File: src/hdl/vsfm_pkg.sv
// ----------------------------------------------------------------------------
// vsfm_pkg
// shared types and constants of the vital sign frame monitor
// ----------------------------------------------------------------------------
package vsfm_pkg;

    localparam int FRAME_BYTES = 12;
    localparam int POS_W       = $clog2(FRAME_BYTES + 1);
    localparam int N_CHECKS    = 6;
    localparam int CFG_IDX_W   = 3;
    localparam int CFG_DATA_W  = 32;

    localparam logic [7:0] HDR_BYTE    = 8'hAA;
    localparam logic [7:0] TAIL_BYTE   = 8'h55;
    localparam logic [7:0] TYPE_HEALTH = 8'h01;
    localparam logic [7:0] TYPE_FALL   = 8'h02;
    localparam logic [7:0] TYPE_ENV    = 8'h03;

    localparam logic [CFG_IDX_W-1:0] REG_HR_LOW    = 3'd0;
    localparam logic [CFG_IDX_W-1:0] REG_HR_HIGH   = 3'd1;
    localparam logic [CFG_IDX_W-1:0] REG_OX_LOW    = 3'd2;
    localparam logic [CFG_IDX_W-1:0] REG_TEMP_LOW  = 3'd3;
    localparam logic [CFG_IDX_W-1:0] REG_TEMP_HIGH = 3'd4;
    localparam logic [CFG_IDX_W-1:0] REG_PM_HIGH   = 3'd5;
    localparam logic [CFG_IDX_W-1:0] REG_STREAK    = 3'd6;
    localparam logic [CFG_IDX_W-1:0] REG_COOLDOWN  = 3'd7;

    localparam logic [2:0] EV_ACCEPT  = 3'd0;
    localparam logic [2:0] EV_BADTAIL = 3'd1;
    localparam logic [2:0] EV_BADSUM  = 3'd2;
    localparam logic [2:0] EV_FALL    = 3'd3;
    localparam logic [2:0] EV_ANOMALY = 3'd4;

    // frame handed from the front part to the back part
    typedef struct packed {
        logic [7:0]  ptype;
        logic [63:0] body;
        logic        bad_tail;
        logic        bad_sum;
        logic [31:0] tick;
    } frame_t;

    typedef struct packed {
        logic [2:0]  event_kind;
        logic [7:0]  packet_type;
        logic [63:0] payload;
        logic [2:0]  anomaly_code;
        logic [16:0] reading;
        logic [31:0] fall_time;
        logic        last;
    } result_t;

    typedef struct packed {
        logic [7:0]  hr_low;
        logic [7:0]  hr_high;
        logic [7:0]  ox_low;
        logic [15:0] temp_low;
        logic [15:0] temp_high;
        logic [15:0] pm_high;
        logic [7:0]  streak_need;
        logic [31:0] cooldown;
    } cfg_t;

endpackage

File: src/hdl/vsfm_front.sv
// ----------------------------------------------------------------------------
// vsfm_front
// frame hunter: collects bytes, checks tail and checksum, counts ticks
// ----------------------------------------------------------------------------
module vsfm_front
(
    input  logic              clk,
    input  logic              rst_n,
    input  logic              in_valid,
    input  logic              action,
    input  logic [7:0]        rx_byte,
    output logic              frame_valid,
    output vsfm_pkg::frame_t  frame
);
    import vsfm_pkg::*;

    logic [POS_W-1:0] pos_reg;
    logic [7:0]       type_reg;
    logic [63:0]      body_reg;
    logic [7:0]       xor_reg;
    logic             sum_bad_reg;
    logic [31:0]      tick_reg;
    logic             take;
    logic [POS_W-1:0] pos_next;

    assign take = in_valid && !action && (pos_reg != '0 || rx_byte == HDR_BYTE);
    assign pos_next = pos_reg + POS_W'(1);

    always_ff @(posedge clk or negedge rst_n)
    begin
        if (!rst_n)
        begin
            pos_reg     <= '0;
            tick_reg    <= '0;
            xor_reg     <= '0;
            sum_bad_reg <= 1'b0;
        end
        else
        begin
            if (in_valid && action)
                tick_reg <= tick_reg + 32'd1;
            if (take)
            begin
                if (pos_next == POS_W'(FRAME_BYTES))
                    pos_reg <= '0;
                else
                    pos_reg <= pos_next;
                if (pos_reg == '0)
                    xor_reg <= rx_byte;
                else if (pos_reg < POS_W'(10))
                    xor_reg <= xor_reg ^ rx_byte;
                if (pos_reg == POS_W'(10))
                    sum_bad_reg <= (xor_reg != rx_byte);
            end
        end
    end

    always_ff @(posedge clk)
    begin
        if (take && pos_reg == POS_W'(1))
            type_reg <= rx_byte;
        if (take && pos_reg >= POS_W'(2) && pos_reg <= POS_W'(9))
            body_reg <= {rx_byte, body_reg[63:8]};
    end

    assign frame_valid    = take && pos_reg == POS_W'(FRAME_BYTES - 1);
    assign frame.ptype    = type_reg;
    assign frame.body     = body_reg;
    assign frame.bad_tail = rx_byte != TAIL_BYTE;
    assign frame.bad_sum  = sum_bad_reg;
    assign frame.tick     = tick_reg;

endmodule

File: src/hdl/vsfm_fifo.sv
// ----------------------------------------------------------------------------
// vsfm_fifo
// small register queue of words
// ----------------------------------------------------------------------------
module vsfm_fifo
(
    input  logic              clk,
    input  logic              rst_n,
    input  logic              wr_en,
    input  vsfm_pkg::result_t wr_data,
    input  logic              rd_en,
    output vsfm_pkg::result_t rd_data,
    output logic              empty,
    output logic [4:0]        count
);
    import vsfm_pkg::*;

    localparam int DEPTH = 16;

    result_t    mem_reg [DEPTH];
    logic [3:0] wp_reg;
    logic [3:0] rp_reg;
    logic [4:0] cnt_reg;

    always_ff @(posedge clk or negedge rst_n)
    begin
        if (!rst_n)
        begin
            wp_reg  <= '0;
            rp_reg  <= '0;
            cnt_reg <= '0;
        end
        else
        begin
            if (wr_en)
                wp_reg <= wp_reg + 4'd1;
            if (rd_en)
                rp_reg <= rp_reg + 4'd1;
            cnt_reg <= cnt_reg + 5'(wr_en) - 5'(rd_en);
        end
    end

    always_ff @(posedge clk)
    begin
        if (wr_en)
            mem_reg[wp_reg] <= wr_data;
    end

    assign rd_data = mem_reg[rp_reg];
    assign empty   = cnt_reg == '0;
    assign count   = cnt_reg;

endmodule

File: src/hdl/vsfm_back.sv
// ----------------------------------------------------------------------------
// vsfm_back
// frame executor: updates readings, fall and streak state, emits words
// ----------------------------------------------------------------------------
module vsfm_back
(
    input  logic              clk,
    input  logic              rst_n,
    input  vsfm_pkg::cfg_t    cfg,
    input  logic              frame_valid,
    input  vsfm_pkg::frame_t  frame,
    output logic              busy,
    output logic              res_valid,
    output vsfm_pkg::result_t res
);
    import vsfm_pkg::*;

    typedef enum logic [3:0] {
        ST_IDLE  = 4'b0001,
        ST_CHECK = 4'b0010,
        ST_FALL  = 4'b0100,
        ST_EMIT  = 4'b1000
    } state_t;

    state_t      state_reg;
    frame_t      fr_reg;
    logic [7:0]  hr_reg, ox_reg;
    logic [15:0] temp_reg, pm_reg;
    logic        fall_reg;
    logic [31:0] fall_rep_reg;
    logic        fall_pend_reg;
    logic [2:0]  left_reg;
    logic [7:0]  streak_reg [N_CHECKS];
    logic [31:0] atick_reg [N_CHECKS];
    logic [N_CHECKS-1:0] seen_reg;
    logic [N_CHECKS-1:0] fire_reg;
    logic        do_check_reg;

    // stage 1: word for the frame event, fall, readings
    logic        ok;
    logic        fall_emit;
    logic        fall_set;
    logic        go_check;
    logic        any_fire;
    logic        emit_last;
    logic [N_CHECKS-1:0] active, trip;
    logic [7:0]  need;
    logic [N_CHECKS-1:0] fire_next;
    logic [7:0]  sc_next [N_CHECKS];
    logic [16:0] rd_val [N_CHECKS];
    logic [2:0]  code_sel;
    logic [N_CHECKS-1:0] fire_left;

    assign ok = !frame.bad_tail && !frame.bad_sum;

    always_comb
    begin
        fall_set  = 1'b0;
        fall_emit = 1'b0;
        if (ok && frame.ptype == TYPE_HEALTH)
        begin
            fall_set  = (frame.body[39:32] != 8'd0) && !fall_reg;
            fall_emit = fall_set && frame.tick != fall_rep_reg;
        end
        else if (ok && frame.ptype == TYPE_FALL)
            fall_emit = frame.tick != fall_rep_reg;
    end

    assign go_check = ok && (frame.ptype == TYPE_HEALTH || frame.ptype == TYPE_ENV
                             || fall_emit);

    always_comb
    begin
        need = (cfg.streak_need == 8'd0) ? 8'd1 : cfg.streak_need;
        active[0] = hr_reg != 8'd0;
        active[1] = hr_reg != 8'd0;
        active[2] = ox_reg != 8'd0;
        active[3] = $signed(temp_reg) > 16'sd0;
        active[4] = $signed(temp_reg) > 16'sd0;
        active[5] = pm_reg != 16'd0;
        trip[0] = hr_reg < cfg.hr_low;
        trip[1] = hr_reg > cfg.hr_high;
        trip[2] = ox_reg < cfg.ox_low;
        trip[3] = $signed(temp_reg) < $signed(cfg.temp_low);
        trip[4] = $signed(temp_reg) > $signed(cfg.temp_high);
        trip[5] = pm_reg > cfg.pm_high;
        rd_val[0] = {9'd0, hr_reg};
        rd_val[1] = {9'd0, hr_reg};
        rd_val[2] = {9'd0, ox_reg};
        rd_val[3] = {temp_reg[15], temp_reg};
        rd_val[4] = {temp_reg[15], temp_reg};
        rd_val[5] = {1'b0, pm_reg};
        for (int k = 0; k < N_CHECKS; k++)
        begin
            if (!trip[k])
                sc_next[k] = 8'd0;
            else if (streak_reg[k] != 8'd255)
                sc_next[k] = streak_reg[k] + 8'd1;
            else
                sc_next[k] = streak_reg[k];
            fire_next[k] = active[k] && trip[k] && sc_next[k] >= need &&
                           !(seen_reg[k] && (fr_reg.tick - atick_reg[k]) < cfg.cooldown);
        end
    end

    assign any_fire = do_check_reg && fire_next != '0;

    // lowest pending alarm
    always_comb
    begin
        code_sel = 3'd0;
        for (int k = N_CHECKS - 1; k >= 0; k--)
            if (fire_reg[k])
                code_sel = 3'(k);
        fire_left = fire_reg & ~(N_CHECKS'(1) << code_sel);
    end

    // at most six words per frame
    assign emit_last = fire_left == '0 || left_reg == 3'd1;

    assign busy = state_reg != ST_IDLE;

    always_ff @(posedge clk or negedge rst_n)
    begin
        if (!rst_n)
        begin
            state_reg     <= ST_IDLE;
            fr_reg        <= '0;
            hr_reg        <= '0;
            ox_reg        <= '0;
            temp_reg      <= '0;
            pm_reg        <= '0;
            fall_reg      <= 1'b0;
            fall_rep_reg  <= '0;
            fall_pend_reg <= 1'b0;
            left_reg      <= '0;
            seen_reg      <= '0;
            fire_reg      <= '0;
            do_check_reg  <= 1'b0;
            res_valid     <= 1'b0;
            res           <= '0;
            for (int k = 0; k < N_CHECKS; k++)
            begin
                streak_reg[k] <= '0;
                atick_reg[k]  <= '0;
            end
        end
        else
        begin
            unique case (state_reg)
                ST_IDLE:
                begin
                    res_valid <= frame_valid && !go_check;
                    if (frame_valid)
                    begin
                        res.packet_type  <= frame.ptype;
                        res.anomaly_code <= '0;
                        res.reading      <= '0;
                        res.fall_time    <= '0;
                        res.payload      <= ok ? frame.body : '0;
                        res.last         <= 1'b1;
                        if (frame.bad_tail)
                            res.event_kind <= EV_BADTAIL;
                        else if (frame.bad_sum)
                            res.event_kind <= EV_BADSUM;
                        else
                            res.event_kind <= EV_ACCEPT;
                        do_check_reg <= ok && (frame.ptype == TYPE_HEALTH ||
                                               frame.ptype == TYPE_ENV);
                        if (ok && frame.ptype == TYPE_HEALTH)
                        begin
                            hr_reg   <= frame.body[7:0];
                            ox_reg   <= frame.body[15:8];
                            temp_reg <= frame.body[31:16];
                            fall_reg <= frame.body[39:32] != 8'd0;
                        end
                        if (ok && frame.ptype == TYPE_ENV)
                            pm_reg <= frame.body[15:0];
                        if (ok && frame.ptype == TYPE_FALL)
                            fall_reg <= 1'b1;
                        if (fall_emit)
                            fall_rep_reg <= frame.tick;
                        fr_reg        <= frame;
                        fall_pend_reg <= fall_emit;
                        if (go_check)
                            state_reg <= ST_CHECK;
                    end
                end
                ST_CHECK:
                begin
                    res_valid <= 1'b1;
                    res.last  <= !(fall_pend_reg || any_fire);
                    left_reg  <= fall_pend_reg ? 3'd4 : 3'd5;
                    fire_reg  <= do_check_reg ? fire_next : '0;
                    if (do_check_reg)
                    begin
                        for (int k = 0; k < N_CHECKS; k++)
                            if (active[k])
                            begin
                                streak_reg[k] <= sc_next[k];
                                if (fire_next[k])
                                begin
                                    atick_reg[k] <= fr_reg.tick;
                                    seen_reg[k]  <= 1'b1;
                                end
                            end
                    end
                    if (fall_pend_reg)
                        state_reg <= ST_FALL;
                    else if (any_fire)
                        state_reg <= ST_EMIT;
                    else
                        state_reg <= ST_IDLE;
                end
                ST_FALL:
                begin
                    res_valid        <= 1'b1;
                    res.event_kind   <= EV_FALL;
                    res.packet_type  <= fr_reg.ptype;
                    res.payload      <= '0;
                    res.anomaly_code <= '0;
                    res.reading      <= '0;
                    res.fall_time    <= fr_reg.tick;
                    res.last         <= fire_reg == '0;
                    if (fire_reg != '0)
                        state_reg <= ST_EMIT;
                    else
                        state_reg <= ST_IDLE;
                end
                ST_EMIT:
                begin
                    res_valid        <= 1'b1;
                    res.event_kind   <= EV_ANOMALY;
                    res.packet_type  <= fr_reg.ptype;
                    res.payload      <= '0;
                    res.anomaly_code <= code_sel;
                    res.reading      <= rd_val[code_sel];
                    res.fall_time    <= '0;
                    res.last         <= emit_last;
                    fire_reg         <= fire_left;
                    left_reg         <= left_reg - 3'd1;
                    if (emit_last)
                        state_reg <= ST_IDLE;
                end
                default:
                begin
                    res_valid <= 1'b0;
                    state_reg <= ST_IDLE;
                end
            endcase
        end
    end

`ifndef SYNTHESIS
    a_emit_has_fire: assert property (@(posedge clk) disable iff (!rst_n)
        state_reg == ST_EMIT |-> fire_reg != '0)
        else $error("emit state with no pending alarm");
    a_emit_room: assert property (@(posedge clk) disable iff (!rst_n)
        state_reg == ST_EMIT |-> left_reg != 3'd0)
        else $error("emit state with no word budget left");
    a_fall_word: assert property (@(posedge clk) disable iff (!rst_n)
        res_valid && res.event_kind == EV_FALL |-> res.fall_time == fall_rep_reg)
        else $error("fall word time differs from reported tick");
    a_streak_sat: assert property (@(posedge clk) disable iff (!rst_n)
        $past(streak_reg[0]) == 8'd255 && streak_reg[0] != 8'd255 |-> streak_reg[0] == 8'd0)
        else $error("streak counter wrapped");
`endif

endmodule

File: src/hdl/vital_sign_frame_monitor_core.sv
// ----------------------------------------------------------------------------
// vital_sign_frame_monitor_core
// uart frame monitor for vital sign and environment frames
// ----------------------------------------------------------------------------
// Input queue side: push with action/rx_byte; a word is taken when push is
// high and full is low. Bytes and ticks can follow back to back. A
// completed frame travels straight to the back part.
// Result queue side: while empty is low the oldest result word is on the
// result ports; pop takes it. A frame yields up to six words. A frame with
// no further words has its event word registered in the back part, then
// queued; health and environment frames, and fall frames with a new tick,
// pass a check step that sends it, then the fall alarm and the anomaly
// words follow one per cycle. The back part is busy only while it sends
// a frame's words, which the twelve bytes of the next frame always cover.
// Results wait in a 16-word queue; full rises while more than eight words
// wait, so a stalled receiver only stops intake.
// Reset clears the hunt, tick counter, readings, fall and streak state and
// loads the default limits; the queue comes up empty.
// Configuration: cfg_we writes cfg_data to register cfg_index at once.
// ----------------------------------------------------------------------------
module vital_sign_frame_monitor_core
(
    input  logic                             clk,
    input  logic                             rst_n,
    input  logic                             push,
    output logic                             full,
    input  logic                             action,
    input  logic [7:0]                       rx_byte,
    output logic                             empty,
    input  logic                             pop,
    output logic [2:0]                       event_kind,
    output logic [7:0]                       packet_type,
    output logic [63:0]                      payload,
    output logic [2:0]                       anomaly_code,
    output logic signed [16:0]               reading,
    output logic [31:0]                      fall_time,
    output logic                             last,
    input  logic                             cfg_we,
    input  logic [vsfm_pkg::CFG_IDX_W-1:0]   cfg_index,
    input  logic [vsfm_pkg::CFG_DATA_W-1:0]  cfg_data
);
    import vsfm_pkg::*;

    cfg_t    cfg_reg;
    frame_t  frame;
    logic    frame_valid;
    logic    busy;
    logic    res_valid;
    result_t res;
    result_t q_out;
    logic [4:0] q_count;
    logic    accept;
    logic    deq;

    always_ff @(posedge clk or negedge rst_n)
    begin
        if (!rst_n)
        begin
            cfg_reg.hr_low      <= 8'd50;
            cfg_reg.hr_high     <= 8'd120;
            cfg_reg.ox_low      <= 8'd92;
            cfg_reg.temp_low    <= 16'd3500;
            cfg_reg.temp_high   <= 16'd3800;
            cfg_reg.pm_high     <= 16'd750;
            cfg_reg.streak_need <= 8'd3;
            cfg_reg.cooldown    <= 32'd60000;
        end
        else if (cfg_we)
        begin
            unique case (cfg_index)
                REG_HR_LOW:    cfg_reg.hr_low      <= cfg_data[7:0];
                REG_HR_HIGH:   cfg_reg.hr_high     <= cfg_data[7:0];
                REG_OX_LOW:    cfg_reg.ox_low      <= cfg_data[7:0];
                REG_TEMP_LOW:  cfg_reg.temp_low    <= cfg_data[15:0];
                REG_TEMP_HIGH: cfg_reg.temp_high   <= cfg_data[15:0];
                REG_PM_HIGH:   cfg_reg.pm_high     <= cfg_data[15:0];
                REG_STREAK:    cfg_reg.streak_need <= cfg_data[7:0];
                REG_COOLDOWN:  cfg_reg.cooldown    <= cfg_data;
                default: ;
            endcase
        end
    end

    // room for the words of one frame
    assign full   = q_count > 5'd8;
    assign accept = push && !full;
    assign deq    = pop && !empty;

    vsfm_front u_front
    (
        .clk         (clk),
        .rst_n       (rst_n),
        .in_valid    (accept),
        .action      (action),
        .rx_byte     (rx_byte),
        .frame_valid (frame_valid),
        .frame       (frame)
    );

    vsfm_back u_back
    (
        .clk         (clk),
        .rst_n       (rst_n),
        .cfg         (cfg_reg),
        .frame_valid (frame_valid),
        .frame       (frame),
        .busy        (busy),
        .res_valid   (res_valid),
        .res         (res)
    );

    vsfm_fifo u_fifo
    (
        .clk     (clk),
        .rst_n   (rst_n),
        .wr_en   (res_valid),
        .wr_data (res),
        .rd_en   (deq),
        .rd_data (q_out),
        .empty   (empty),
        .count   (q_count)
    );

    assign event_kind   = q_out.event_kind;
    assign packet_type  = q_out.packet_type;
    assign payload      = q_out.payload;
    assign anomaly_code = q_out.anomaly_code;
    assign reading      = q_out.reading;
    assign fall_time    = q_out.fall_time;
    assign last         = q_out.last;

`ifndef SYNTHESIS
    a_no_overflow: assert property (@(posedge clk) disable iff (!rst_n)
        res_valid |-> q_count < 5'd16 || deq)
        else $error("result queue overflow");
    a_frame_idle: assert property (@(posedge clk) disable iff (!rst_n)
        frame_valid |-> !busy)
        else $error("frame arrived while back part busy");
    a_count_range: assert property (@(posedge clk) disable iff (!rst_n)
        q_count <= 5'd16)
        else $error("result queue count out of range");
`endif

endmodule
File: config.mk
export PLATFORM = sky130hd
export DESIGN_NAME = vital_sign_frame_monitor_core
export DESIGN_NICKNAME = d
export VERILOG_FILES = /design/src/hdl/vsfm_pkg.sv /design/src/hdl/vsfm_front.sv /design/src/hdl/vsfm_fifo.sv /design/src/hdl/vsfm_back.sv /design/src/hdl/vital_sign_frame_monitor_core.sv
export SDC_FILE = /design/constraint.sdc
export NUM_CORES = 2
export LEC_CHECK = 0
export ABC_AREA = 1
export BUFFER_PORTS_ARGS = -buffer_cell sky130_fd_sc_hd__clkbuf_2
export CAP_MARGIN = 20
export CELL_PAD_IN_SITES_DETAIL_PLACEMENT = 0
export CELL_PAD_IN_SITES_GLOBAL_PLACEMENT = 1
export CORE_MARGIN = 2
export CORE_UTILIZATION = 35
export CTS_CLUSTER_DIAMETER = 30
export DETAILED_ROUTE_END_ITERATION = 10
export PLACE_DENSITY_LB_ADDON = 0.1
export SLEW_MARGIN = 15
export SYNTH_ARGS = -nofsm -noshare
export SYNTH_HDL_FRONTEND = slang
export SYNTH_HIERARCHICAL = 1
export SYNTH_SLANG_ARGS = --single-unit
File: constraint.sdc
create_clock -name clk -period 9.67 [get_ports clk]
set_clock_uncertainty 0.05 [all_clocks]
set_input_delay 0.967 -clock clk [delete_from_list [all_inputs] [get_ports clk]]
set_output_delay 0.967 -clock clk [all_outputs]
set_load 0.01 [all_outputs]
==> impl_metrics.ini <==
[timing]
report.final.slew_viol_count = 0
max_freq_ghz = 0.1646
slew_headroom_pct = 20.70
tightest_slew_ns = 1.189
tns_ns = 0
whs_ns = 0.09610
finalHoldViolCount = 0
setup_violations = 0
post-route-period-util_pct = 62.82
rsz0062_at_grt = false
min_period_ns = 6.075

[routing]
remaining_drc_errors = 0
wl_met2_um = 206800
top_layer = met4
first_pass_iters = 6
routedWlPerCell_um = 22.48
vias_per_cell = 4.990
first_iter_violations = 7814
drtAntennaViolNets = 0
wl_met3_um = 21900
vias = 98702
wl_met1_um = 205400
drt-total-wl_um = 444600

[clocking]
htreeDepth = 6
cts_tree = built
clk_latency_ns = 1.04
path_clk_slew_ns = 0.04
post_cts_buffers = 0
numCtsBuffers = 705
cts_buffer_depth = 4
cts-root-buf = clkbuf_16
clock-sinks = 2801

[cells_and_area]
drive_gt1_share_pct = 11.66
nets = 14714
syn_to_final_growth_pct = 22.59
layout_common_cells = nand2_1 (4,279), edfxtp_1 (2,120), inv_1 (1,672)
final_core_util_pct = 43.19
largest_register_ff_count = 2048
final_common_cell = nand2_1
fin_cells = 19778

[global_routing]
grt_pass1_wl_um = 650500
antenna_found_initial = 28
grt_max_degree = 198
grt_overflow_total = 0
grt_pass1_vias = 97710
grt_usage_pct = 22.45

[worst_setup_path]
cp-end-kind = output port
cp.arrival_ns = 5.06
crit_type = reg2out
startpoint_type = flop
critPathMaxFanout = 58
cp-startpoint = u_fifo/rp_reg[1]
timing.rr.start = u_back/fr_reg[0]
worst_ep_required_time_ns = 8.65

[synth]
synth_cell_types = 72
synth_top_area_share_pct = 47.62
yosysWarningCount = 6
syn_area_mm2 = 0.1337
synth_seq_cells = 2801
synthCells = 13690
yosysSeqAreaShare_pct = 60.41
syn-num-nets = 14260
synth.area.top_cells = edfxtp_1 (48%), nand2_1 (12%), dfrtp_1 (12%), nand3_1 (6.0%), ha_1 (4.8%)
synthArstFlopShare_pct = 24.31
synth_ff_type = edfxtp_1
synth_area_per_cell_um2 = 9.765
synth_edf_count = 2120
yosys.area.top_type = edfxtp_1

[floorplanning]
core_mm2 = 0.3795
die_area_mm2 = 0.3869
die_y_um = 622.0
placementRows = 226
initial_core_util_pct = 35.23
io_pins = 179
die_w_um = 622.0

[place]
dp_hpwl_um = 258900
place_inst = 18451
gp_congestion = 0.8768
numPortBuffers = 178

[pwr]
static-leakage-power_nw = 69.31
peakVddDrop_v = 0.0002615
power_density_mw_per_mm2 = 311.2
fin_total_pwr_mw = 51.00

[run_status]
status = finished clean

[hold_path]
worstHoldPathType = in2reg
hp-start = cfg_data[22]

[job]
cap_violations = 0
worst paths after layout:
kind                                             end  slack, ns  cells after the start
worst max-delay path                     payload[35]       3.60                      9
worst min-delay path                     cfg_reg[22]        0.1                      3
worst max register to register    u_back/fire_reg[4]       4.37                     22
worst min register to register  u_front/body_reg[40]       0.40                      0
max in group asynchronous       u_back/atick_reg[92]       6.98                      4
min in group asynchronous            u_fifo/count[4]       0.45                      2
what timing repair did:
item | CTS | global route
hold buffers | 1 | 0
resized for setup | 0 | 0
hold endpoints to repair | 61 | 0
endpoints found under the setup margin | 0 | 0
power breakdown:
group | switching [mW] | internal, mW
logic | 9.23 | 3.88
clock network | 7.30 | 16.4
registers | 0.736 | 13.5
total | 17.3 | 33.7
cell families after synthesis:
kind of cell | after synthesis | share of synthesized area (%)
DFF | 2801 | 60.41
buffers and inverters | 2270 | 6.889
and+or+nand+nor | 6461 | 20.24
adders and majority gates | 521 | 4.916
muxes | 1 | 0.007488
xor gates and xnor gates | 249 | 1.631
AOI/OAI and AO/OA | 1387 | 5.905
stage by stage:
stage,setup slack (ns),cell area (um^2)
3_3_place_gp,4.283,139600
2_1_floorplan,2.915,133700
4_1_cts,3.445,163800
5_1_grt,3.334,163900
6_report,3.595,163900
3_5_place_dp,4.341,139600
worst max-delay path, stage by stage (launching register included):
cell	delay [ns]
dfrtp_4	0.86
buf_4	0.78
buf_4	0.79
buf_4	0.67
nand3_1	0.16
nand2_1	0.11
nand2_1	0.05
nand3_1	0.11
nand2_1	0.17
clkbuf_2	0.18
cells in the mapped netlist (30+ instances only):
master / number
buf_1: 30
xnor2_1: 94
dfrtp_1: 639
a21oi_1: 384
xor2_1: 155
inv_1: 1674
buf_2: 325
dfstp_2: 42
clkbuf_1: 162
nor2_1: 315
edfxtp_1: 2120
nor3_1: 63
o21ai_0: 395
nand2_1: 4283
ha_1: 514
inv_2: 31
a31oi_1: 45
o21ai_1: 284
nand4_1: 65
o21ai_2: 79
nand3_1: 1603
layer usage:
layer	global-route usage (%)	up-vias
met4	6.196	0
met2	36.47	2506
met5	0	-
li1	-	46773
met1	31.29	48781
met3	3.176	642
final cells by class:
class,count,area [um^2]
Fill cell,36195,215600
Sequential cell,2801,80770
Multi-Input combinational cell,8619,43880
Clock buffer,908,19270
Inverter,1707,6449
Tap cell,5016,6276
Clock inverter,410,4962
Timing Repair Buffer,310,2252
Antenna cell,7,17.52
Note: power is estimated with default switching activity, not from simulation.
